==> config.mk <==
export PLATFORM = sky130hd
export DESIGN_NAME = ack_retransmit_table_flat
export DESIGN_NICKNAME = d
export VERILOG_FILES = /design/src/rtl/art_pkg.sv /design/src/rtl/art_if.sv /design/src/rtl/ack_retransmit_table.sv /design/src/flat_wrapper.sv
export SDC_FILE = /design/constraint.sdc
export NUM_CORES = 2
export LEC_CHECK = 0
export BUFFER_PORTS_ARGS = -buffer_cell sky130_fd_sc_hd__buf_2
export CORE_ASPECT_RATIO = 0.6
export CORE_MARGIN = 3
export CORE_UTILIZATION = 60
export DETAILED_ROUTE_END_ITERATION = 8
export HOLD_SLACK_MARGIN = 0.1
export PLACE_DENSITY = 0.79
export SYNTH_ARGS = -nofsm -noshare
export SYNTH_HDL_FRONTEND = slang
export SYNTH_SLANG_ARGS = --single-unit
==> constraint.sdc <==
create_clock -name clk -period 15.38 [get_ports clk]
set_input_delay 0.769 -clock clk [delete_from_list [all_inputs] [get_ports clk]]
set_output_delay 0.769 -clock clk [all_outputs]
set_load 0.01 [all_outputs]
==> src/rtl/art_pkg.sv <==
`timescale 1ns / 1ps
`default_nettype none
// ----------------------------------------------------------------------------
// art_pkg
// Types and constants shared by the retransmission table and its channels.
// ----------------------------------------------------------------------------
package art_pkg;

	localparam int SLOTS       = 16;
	localparam int AW          = (SLOTS > 1) ? $clog2(SLOTS) : 1;
	localparam int MAX_RESULTS = 16;
	localparam int NW          = $clog2(MAX_RESULTS + 1);

	localparam logic [15:0] HDR_BYTES       = 16'd7;
	localparam logic [15:0] RST_MAX_FRAME   = 16'd1472;
	localparam logic [15:0] RST_TIMEOUT     = 16'd200;
	localparam logic [7:0]  RST_MAX_RESENDS = 8'd5;

	typedef enum logic [1:0] {
		ACT_SEND = 2'd0,
		ACT_RECV = 2'd1,
		ACT_SCAN = 2'd2,
		ACT_NONE = 2'd3
	} action_t;

	typedef enum logic [2:0] {
		STS_SENT      = 3'd0,
		STS_UNTRACKED = 3'd1,
		STS_LINK_DOWN = 3'd2,
		STS_TOO_LONG  = 3'd3,
		STS_RECEIVED  = 3'd4,
		STS_DROPPED   = 3'd5,
		STS_RESEND    = 3'd6
	} status_t;

	typedef enum logic [1:0] {
		REG_LINK_UP     = 2'd0,
		REG_MAX_FRAME   = 2'd1,
		REG_TIMEOUT     = 2'd2,
		REG_MAX_RESENDS = 2'd3
	} reg_idx_t;

	typedef enum logic [1:0] {
		SQ_IDLE,
		SQ_RECV,
		SQ_SCAN
	} seq_state_t;

	typedef struct packed {
		logic [31:0] seq;
		logic [7:0]  ftype;
		logic [15:0] flen;
		logic [31:0] stime;
		logic [7:0]  resends;
	} slot_entry_t;

endpackage
`default_nettype wire

==> src/rtl/art_if.sv <==
`timescale 1ns / 1ps
`default_nettype none
// ----------------------------------------------------------------------------
// art_if
// Command, result and register-write channels of the retransmission table.
// ----------------------------------------------------------------------------
interface art_cmd_if;
	logic        valid;
	logic        ready;
	logic [1:0]  action;
	logic [31:0] now_ms;
	logic [7:0]  ptype;
	logic [15:0] body_len;
	logic [15:0] received_len;
	logic [15:0] header_total_len;
	logic [31:0] header_seq;
	modport source (output valid, action, now_ms, ptype, body_len,
		received_len, header_total_len, header_seq, input ready);
	modport sink (input valid, action, now_ms, ptype, body_len,
		received_len, header_total_len, header_seq, output ready);
endinterface

interface art_res_if;
	logic        valid;
	logic        ready;
	logic [2:0]  status;
	logic [31:0] seq_number;
	logic [7:0]  frame_type;
	logic [15:0] length;
	logic [7:0]  slot_index;
	logic        last;
	modport source (output valid, status, seq_number, frame_type, length,
		slot_index, last, input ready);
	modport sink (input valid, status, seq_number, frame_type, length,
		slot_index, last, output ready);
endinterface

interface art_cfg_if;
	logic        valid;
	logic        ready;
	logic [1:0]  index;
	logic [15:0] data;
	modport source (output valid, index, data, input ready);
	modport sink (input valid, index, data, output ready);
endinterface
`default_nettype wire

==> src/rtl/ack_retransmit_table.sv <==
`timescale 1ns / 1ps
`default_nettype none
// ----------------------------------------------------------------------------
// ack_retransmit_table
// Tracks unacknowledged frames in a slot memory; sends, acknowledges, resends.
// ----------------------------------------------------------------------------
//  channel  dir  handshake     word
//  cmd      in   valid/ready   action, time, frame header fields
//  res      out  valid/ready   status, sequence, type, length, slot, last
//  cfg      in   valid/ready   register index, write data
//
//  Send and refused items: result registered the next cycle.
//  Receive: one slot memory read per cycle.
//  Scan: the memory read port visits one slot a cycle, and a found resend
//  waits while the result register is full.
//  Reset clears control state and valid bits; the slot memory is not cleared.
// ----------------------------------------------------------------------------
module ack_retransmit_table (
	input  wire logic     clk,
	input  wire logic     arst_n,
	art_cmd_if.sink       cmd,
	art_res_if.source     res,
	art_cfg_if.sink       cfg
);

	localparam int AW = art_pkg::AW;
	localparam int NW = art_pkg::NW;

	art_pkg::slot_entry_t mem [art_pkg::SLOTS];

	art_pkg::seq_state_t state_q, state_d;

	logic                    link_q;
	logic [15:0]             max_frame_q;
	logic [15:0]             timeout_q;
	logic [7:0]              max_res_q;
	logic [31:0]             nseq_q;
	logic [art_pkg::SLOTS-1:0] valid_q;

	logic [31:0] now_q;
	logic [7:0]  pid_q;
	logic [31:0] hseq_q;
	logic [15:0] rlen_q;
	logic        found_q;
	logic [NW-1:0] n_q;
	logic [AW:0] cnt_q;

	logic        v_s1;
	logic [AW-1:0] idx_s1;
	art_pkg::slot_entry_t rd_s1;

	logic        pend_q;
	logic [31:0] pend_seq_q;
	logic [7:0]  pend_type_q;
	logic [15:0] pend_len_q;
	logic [7:0]  pend_slot_q;

	logic        ov_q;
	logic [2:0]  o_sts_q;
	logic [31:0] o_seq_q;
	logic [7:0]  o_type_q;
	logic [15:0] o_len_q;
	logic [7:0]  o_slot_q;
	logic        o_last_q;

	logic        out_free, accept, free_hit, too_long, bad_rx;
	logic [AW-1:0] free_idx;
	logic [16:0] flen;
	logic [31:0] age;
	logic        hit, timed, drop, emit, match, stall, adv, issue, done;
	logic        ld;
	logic [2:0]  ld_sts;
	logic [31:0] ld_seq;
	logic [7:0]  ld_type;
	logic [15:0] ld_len;
	logic [7:0]  ld_slot;
	logic        ld_last;
	logic        wr_en;
	logic [AW-1:0] wr_idx;
	art_pkg::slot_entry_t wr_data;

	assign cfg.ready = 1'b1;

	assign res.valid      = ov_q;
	assign res.status     = o_sts_q;
	assign res.seq_number = o_seq_q;
	assign res.frame_type = o_type_q;
	assign res.length     = o_len_q;
	assign res.slot_index = o_slot_q;
	assign res.last       = o_last_q;

	assign out_free  = !ov_q || res.ready;
	assign cmd.ready = (state_q == art_pkg::SQ_IDLE) && out_free;
	assign accept    = cmd.valid && cmd.ready;

	always_comb begin
		free_hit = 1'b0;
		free_idx = '0;
		for (int i = art_pkg::SLOTS - 1; i >= 0; i--) begin
			if (!valid_q[i]) begin
				free_hit = 1'b1;
				free_idx = AW'(i);
			end
		end
	end

	assign flen     = {1'b0, cmd.body_len} + {1'b0, art_pkg::HDR_BYTES};
	assign too_long = flen > {1'b0, max_frame_q};
	assign bad_rx   = (cmd.received_len < art_pkg::HDR_BYTES)
		|| (cmd.header_total_len < art_pkg::HDR_BYTES)
		|| (cmd.header_total_len > cmd.received_len);

	assign age   = now_q - rd_s1.stime;
	assign hit   = v_s1 && valid_q[idx_s1];
	assign timed = age >= {16'd0, timeout_q};
	assign drop  = (state_q == art_pkg::SQ_SCAN) && hit && timed
		&& (rd_s1.resends >= max_res_q);
	assign emit  = (state_q == art_pkg::SQ_SCAN) && hit && timed && !drop
		&& (n_q < NW'(art_pkg::MAX_RESULTS));
	assign match = (state_q == art_pkg::SQ_RECV) && hit && !found_q
		&& (rd_s1.seq == hseq_q);
	assign stall = emit && pend_q && !out_free;
	assign adv   = !stall;
	assign issue = (state_q != art_pkg::SQ_IDLE) && adv
		&& (cnt_q < (AW+1)'(art_pkg::SLOTS));
	assign done  = (cnt_q == (AW+1)'(art_pkg::SLOTS)) && !v_s1;

	always_comb begin
		state_d = state_q;
		ld      = 1'b0;
		ld_sts  = art_pkg::STS_SENT;
		ld_seq  = '0;
		ld_type = cmd.ptype;
		ld_len  = '0;
		ld_slot = '0;
		ld_last = 1'b1;
		wr_en   = 1'b0;
		wr_idx  = free_idx;
		wr_data.seq     = nseq_q;
		wr_data.ftype   = cmd.ptype;
		wr_data.flen    = flen[15:0];
		wr_data.stime   = cmd.now_ms;
		wr_data.resends = '0;
		unique case (state_q)
			art_pkg::SQ_IDLE: begin
				if (accept) begin
					unique case (art_pkg::action_t'(cmd.action))
						art_pkg::ACT_SEND: begin
							ld = 1'b1;
							if (!link_q) begin
								ld_sts = art_pkg::STS_LINK_DOWN;
							end else if (too_long) begin
								ld_sts = art_pkg::STS_TOO_LONG;
							end else begin
								ld_seq = nseq_q;
								ld_len = flen[15:0];
								if (free_hit) begin
									ld_sts  = art_pkg::STS_SENT;
									ld_slot = 8'(free_idx);
									wr_en   = 1'b1;
								end else begin
									ld_sts = art_pkg::STS_UNTRACKED;
								end
							end
						end
						art_pkg::ACT_RECV: begin
							if (!link_q) begin
								ld     = 1'b1;
								ld_sts = art_pkg::STS_LINK_DOWN;
							end else if (bad_rx) begin
								ld     = 1'b1;
								ld_sts = art_pkg::STS_DROPPED;
							end else begin
								state_d = art_pkg::SQ_RECV;
							end
						end
						art_pkg::ACT_SCAN: state_d = art_pkg::SQ_SCAN;
						art_pkg::ACT_NONE: ;
						default: ;
					endcase
				end
			end
			art_pkg::SQ_RECV: begin
				if (done && out_free) begin
					ld      = 1'b1;
					ld_sts  = art_pkg::STS_RECEIVED;
					ld_seq  = hseq_q;
					ld_type = pid_q;
					ld_len  = rlen_q;
					state_d = art_pkg::SQ_IDLE;
				end
			end
			art_pkg::SQ_SCAN: begin
				wr_idx          = idx_s1;
				wr_data         = rd_s1;
				wr_data.stime   = now_q;
				wr_data.resends = rd_s1.resends + 8'd1;
				wr_en           = emit && adv;
				ld_sts  = art_pkg::STS_RESEND;
				ld_seq  = pend_seq_q;
				ld_type = pend_type_q;
				ld_len  = pend_len_q;
				ld_slot = pend_slot_q;
				if (emit && pend_q && adv) begin
					ld      = 1'b1;
					ld_last = 1'b0;
				end else if (done) begin
					if (!pend_q) begin
						state_d = art_pkg::SQ_IDLE;
					end else if (out_free) begin
						ld      = 1'b1;
						state_d = art_pkg::SQ_IDLE;
					end
				end
			end
			default: state_d = art_pkg::SQ_IDLE;
		endcase
	end

	always_ff @(posedge clk) begin
		if (wr_en) begin
			mem[wr_idx] <= wr_data;
		end
		if (issue) begin
			rd_s1  <= mem[cnt_q[AW-1:0]];
			idx_s1 <= cnt_q[AW-1:0];
		end
		if (accept) begin
			now_q  <= cmd.now_ms;
			pid_q  <= cmd.ptype;
			hseq_q <= cmd.header_seq;
			rlen_q <= cmd.header_total_len - art_pkg::HDR_BYTES;
		end
		if (emit && adv) begin
			pend_seq_q  <= rd_s1.seq;
			pend_type_q <= rd_s1.ftype;
			pend_len_q  <= rd_s1.flen;
			pend_slot_q <= 8'(idx_s1);
		end
		if (ld) begin
			o_sts_q  <= ld_sts;
			o_seq_q  <= ld_seq;
			o_type_q <= ld_type;
			o_len_q  <= ld_len;
			o_slot_q <= ld_slot;
			o_last_q <= ld_last;
		end
	end

	always_ff @(posedge clk or negedge arst_n) begin
		if (!arst_n) begin
			state_q     <= art_pkg::SQ_IDLE;
			link_q      <= 1'b0;
			max_frame_q <= art_pkg::RST_MAX_FRAME;
			timeout_q   <= art_pkg::RST_TIMEOUT;
			max_res_q   <= art_pkg::RST_MAX_RESENDS;
			nseq_q      <= '0;
			valid_q     <= '0;
			found_q     <= 1'b0;
			n_q         <= '0;
			cnt_q       <= '0;
			v_s1        <= 1'b0;
			pend_q      <= 1'b0;
			ov_q        <= 1'b0;
		end else begin
			state_q <= state_d;
			if (cfg.valid && cfg.ready) begin
				unique case (art_pkg::reg_idx_t'(cfg.index))
					art_pkg::REG_LINK_UP:     link_q      <= cfg.data[0];
					art_pkg::REG_MAX_FRAME:   max_frame_q <= cfg.data;
					art_pkg::REG_TIMEOUT:     timeout_q   <= cfg.data;
					art_pkg::REG_MAX_RESENDS: max_res_q   <= cfg.data[7:0];
					default: ;
				endcase
			end
			if (accept && art_pkg::action_t'(cmd.action) == art_pkg::ACT_SEND
					&& link_q && !too_long) begin
				nseq_q <= nseq_q + 32'd1;
			end
			if (wr_en && state_q == art_pkg::SQ_IDLE) begin
				valid_q[free_idx] <= 1'b1;
			end
			if (match || drop) begin
				valid_q[idx_s1] <= 1'b0;
			end
			if (accept) begin
				found_q <= 1'b0;
				n_q     <= '0;
				cnt_q   <= '0;
				pend_q  <= 1'b0;
			end else begin
				if (match) begin
					found_q <= 1'b1;
				end
				if (issue) begin
					cnt_q <= cnt_q + (AW+1)'(1);
				end
				if (emit && adv) begin
					n_q    <= n_q + NW'(1);
					pend_q <= 1'b1;
				end else if (ld && state_q == art_pkg::SQ_SCAN) begin
					pend_q <= 1'b0;
				end
			end
			if (adv) begin
				v_s1 <= issue;
			end
			if (ld) begin
				ov_q <= 1'b1;
			end else if (res.ready) begin
				ov_q <= 1'b0;
			end
		end
	end

endmodule
`default_nettype wire

==> src/flat_wrapper.sv <==
// flat-port wrapper written by rule: the top's interface ports become plain ports
module ack_retransmit_table_flat 
  (clk, arst_n, cmd_valid, cmd_action, cmd_now_ms, cmd_ptype, cmd_body_len, cmd_received_len, cmd_header_total_len, cmd_header_seq, cmd_ready, res_valid, res_status, res_seq_number, res_frame_type, res_length, res_slot_index, res_last, res_ready, cfg_valid, cfg_index, cfg_data, cfg_ready);
  art_cmd_if cmd_i ();
  art_res_if res_i ();
  art_cfg_if cfg_i ();
  input  wire logic clk;
  input  wire logic arst_n;
  input wire logic [$bits(cmd_i.valid)-1:0] cmd_valid;
  input wire logic [$bits(cmd_i.action)-1:0] cmd_action;
  input wire logic [$bits(cmd_i.now_ms)-1:0] cmd_now_ms;
  input wire logic [$bits(cmd_i.ptype)-1:0] cmd_ptype;
  input wire logic [$bits(cmd_i.body_len)-1:0] cmd_body_len;
  input wire logic [$bits(cmd_i.received_len)-1:0] cmd_received_len;
  input wire logic [$bits(cmd_i.header_total_len)-1:0] cmd_header_total_len;
  input wire logic [$bits(cmd_i.header_seq)-1:0] cmd_header_seq;
  output wire logic [$bits(cmd_i.ready)-1:0] cmd_ready;
  output wire logic [$bits(res_i.valid)-1:0] res_valid;
  output wire logic [$bits(res_i.status)-1:0] res_status;
  output wire logic [$bits(res_i.seq_number)-1:0] res_seq_number;
  output wire logic [$bits(res_i.frame_type)-1:0] res_frame_type;
  output wire logic [$bits(res_i.length)-1:0] res_length;
  output wire logic [$bits(res_i.slot_index)-1:0] res_slot_index;
  output wire logic [$bits(res_i.last)-1:0] res_last;
  input wire logic [$bits(res_i.ready)-1:0] res_ready;
  input wire logic [$bits(cfg_i.valid)-1:0] cfg_valid;
  input wire logic [$bits(cfg_i.index)-1:0] cfg_index;
  input wire logic [$bits(cfg_i.data)-1:0] cfg_data;
  output wire logic [$bits(cfg_i.ready)-1:0] cfg_ready;
  assign cmd_i.valid = cmd_valid;
  assign cmd_i.action = cmd_action;
  assign cmd_i.now_ms = cmd_now_ms;
  assign cmd_i.ptype = cmd_ptype;
  assign cmd_i.body_len = cmd_body_len;
  assign cmd_i.received_len = cmd_received_len;
  assign cmd_i.header_total_len = cmd_header_total_len;
  assign cmd_i.header_seq = cmd_header_seq;
  assign cmd_ready = cmd_i.ready;
  assign res_valid = res_i.valid;
  assign res_status = res_i.status;
  assign res_seq_number = res_i.seq_number;
  assign res_frame_type = res_i.frame_type;
  assign res_length = res_i.length;
  assign res_slot_index = res_i.slot_index;
  assign res_last = res_i.last;
  assign res_i.ready = res_ready;
  assign cfg_i.valid = cfg_valid;
  assign cfg_i.index = cfg_index;
  assign cfg_i.data = cfg_data;
  assign cfg_ready = cfg_i.ready;
  ack_retransmit_table u_core (.clk(clk), .arst_n(arst_n), .cmd(cmd_i), .res(res_i), .cfg(cfg_i));
endmodule
==> run metrics <==
die area 135,000 um^2; via count 41,900; Routed WL per cell 35.7 um; Post-synth EDFFs 1,848; global routing's busiest layer met1; switch share 32.1%; total power 16.4 mW; FF+latch area 58,100 um^2; CTS buffer count 166; initial antenna violation count 13; fillers 7,886; ys flop type edfxtp_1; mean post-synth cell area 20.4 um^2; Final #Nets 4,380; TritonCTS clock tree done; r2r setup slk 8770 ps; I/O pin cnt 216; PwrDens 188 nW/um^2; num rows 102; post-synth cell types 73; initial DRC count 6,655; clock share of power 25.8%; Post-Route WL 214 mm; CTS Sinks 1,953; gr usage total 32.1%; WP buf/inv 3; pin count of the biggest net entering global routing 161; global routing usage on met1 47.5%; worst endpoint required time 15,790 ps; Slew HR 13.4%; register bit total from synthesis 1,953; status completed; DRC Markers 0; GR Overflow Total 0; area delta synth->final 11.1%; Initial Util 60.7%; CP most frequent cell buf_4; register area share after synthesis 74.1%; Crit path max-delay family buffers and inverters; Via density 6.99; startpoint types flip-flop; min cycle time layout 6610 ps; Async SR Flop Fraction 5.38%; crit path DAT 7020 ps; CTS Buffer Depth 3; switching pwr 5.27 mW; post-synthesis cell area 78,500 um^2; commonest non-fill, non-tap cells in the layout edfxtp_1, mux4_2, buf_2, clkbuf_16, mux2_2; grt met2 use 46.4%; # setup viols final 0; fmax 151 MHz; Sequential Power Share 44.4%; post-layout util 67.4%; remaining antenna violation count 0; Final Non-Filler Cells 5,992; Multi-input gate area 19,400 um^2; Syn. warnings 0; drt pass-1 iters 8; commonest non-fill, non-tap cell in the layout edfxtp_1; CTS resizes 0; CTS Root Cell clkbuf_16; Int Pwr 11.1 mW; Tcrit/Tclk final 43.0%; Die Width 473 um; routability cong. 0.955; Max VDD drop 0.000165 V; Final Max Tran Viols 0; Cell Chain, Critical Path ha_1 > fa_1 > nor2b_1 > o2111ai_1 > nand2_1 > and2_1 > o21ai_0 > nand2b_1 > a21o_1 > a21oi_1 > xnor2_1 > ha_1 > nand3_1 > a21oi_1 > a2111oi_0 > o2111ai_1 > a211oi_1 > and4_1 > nand4_1 > a21oi_2 > buf_4 > nor4_2 > buf_4 > buf_4; Worst Setup End Kind flip-flop; Placeable Area 129,000 um^2; RSZ-0062 raised after global routing false; first-pass GRT wire length 306 mm; Placed Cells 5,680; crit-path max cell delay 840 ps; final setup TNS 0 ps; vias in the first global route 40,800; met3 GRT Util 9.13%; Crit Path Class flip-flop to flip-flop; Syn Inst Count 3,856; worst hold-check path type input pin to flip-flop; Die Ht 286 um; Max FO, Critical Path 50; Logic pwr share 29.9%; leakage 28.7 nW; clk_skew 29.6 ps; clock-pin slew on the worst setup and hold paths 70 ps; clk_lat worst skew 790 ps; port bufs 210; # H-tree levels 4; share of cells above drive strength 1 27.6%; DP HPWL 126 mm; final hold vios 0; Slowest-stage cell, CP buf_4; worst-margin pin slew 1300 ps; max cap viols 0
[metrics by stage]
step | instance area, um^2 | hold WS, ps | setup WS, ps
finish | 87200 | 156 | 8770
global route | 87200 | 131 | 8410
CTS | 87200 | 100 | 8850
detailed placement | 81800 | 432 | 8510
global placement | 81800 | 425 | 8630
floorplan | 78500 | 420 | 1910
[per-layer routing]
metal	vias up	part of all wire, %
met5	-	0.021
met3	404	13
met2	3155	45
li1	16500	-
met4	8	3.9
met1	21800	38
[worst register-to-register path, delay by kind of cell (launching register included)]
family / cells / cell delay [ps]
simple gates: 8 / 1650
xor+xnor: 1 / 170
fa+ha+maj: 3 / 1020
buf+inv: 3 / 1950
compound gates: 9 / 1040
flops: 1 / 370
[cells in the mapped netlist, drive strengths merged, types with 6 or more instances]
master	instances	area share (%)
a211oi	8	0.077
a21o	23	0.22
a21oi	66	0.42
a221o	7	0.089
a222oi	47	0.60
a22o	13	0.15
a31oi	8	0.064
and2	17	0.14
and3	26	0.21
and4	6	0.067
buf	44	0.24
clkbuf	130	0.62
dfrtp	96	3.1
dfstp	9	0.30
edfxtp	1848	71
ha	98	1.6
inv	115	0.55
mux2	127	1.8
mux2i	7	0.089
mux4	485	14
nand2	105	0.50
nand2b	15	0.12
nand3	46	0.29
nand3b	7	0.067
nand4	45	0.36
nor2	115	0.55
nor2b	10	0.080
nor3	42	0.27
nor4	22	0.18
o211ai	6	0.057
o21a	15	0.14
o21ai	45	0.29
o22a	12	0.15
or2	6	0.048
or3	8	0.064
or4	6	0.057
xnor2	85	0.95
xor2	35	0.39
[power by group through the flow]
stage	Sequential, mW	Clock, mW	Combinational, mW
after detailed placement	7.36	0	4.72
after CTS	7.26	4.27	4.81
final	7.27	4.22	4.90
after global placement	7.35	0	4.65
after floorplan	7.17	0	3.24
after global routing	7.29	4.46	5.18
[state kept, by name, indices dropped and copies added, names as in the netlist, 3 cells and up]
name,flops
u_core.res.length,16
u_core.rlen_q,16
u_core.hseq_q,32
u_core.res.slot_index,4
u_core.pend_slot_q,4
u_core.valid_q,16
u_core.max_frame_q,16
u_core.res.seq_number,32
u_core.rd_s1,96
u_core.now_q,32
u_core.res.status,3
u_core.res.frame_type,8
u_core.nseq_q,32
u_core.cnt_q,5
u_core.idx_s1,4
u_core.max_res_q,8
u_core.mem,1536
u_core.pid_q,8
u_core.n_q,5
u_core.pend_seq_q,32
u_core.pend_len_q,16
u_core.pend_type_q,8
u_core.timeout_q,16
[path summary, 6_finish.rpt]
check,from,cells after the start,end
hold / removal,cmd_header_seq[12],1,u_core.hseq_q[12]$_DFFE_PP_
hold reg to reg,u_core.rd_s1[57]$_DFFE_PP_,0,u_core.pend_type_q[1]$_DFFE_PP_
max in group asynchronous,arst_n,3,u_core.cnt_q[0]$_DFFE_PN0P_
setup / recovery,u_core.rd_s1[8]$_DFFE_PP_,24,u_core.mem[8][50]$_DFFE_PP_
setup reg to reg,u_core.rd_s1[8]$_DFFE_PP_,24,u_core.mem[8][50]$_DFFE_PP_
min in group asynchronous,arst_n,2,u_core.n_q[0]$_DFFE_PN0P_
[logic make-up after synthesis]
logic type / synth area share [%]
xor+xnor: 1.34
buf+inv: 1.42
simple gates: 3.09
other cells: 0.00957
mux: 15.8
compound gates: 2.67
flops: 74.1
fa+ha+maj: 1.59
[area by class of cell]
type / instances / share of cell area [%]
clock inverters: 83 / 0.944
inverters: 116 / 0.504
well taps: 1716 / 2.46
repair buffers: 283 / 1.91
clock buffers: 221 / 5.20
flip-flops and latches: 1953 / 66.7
diodes: 4 / 0.0115
multi-input cells: 1616 / 22.3
[what timing repair did]
action                                 in CTS  in global routing
hold buffers                                4                  0
setup endpoints to repair                   0                  0
setup buffers                               0                  0
endpoints found under the hold margin      48                  0
No activity file was read; power rests on OpenSTA's default activity.
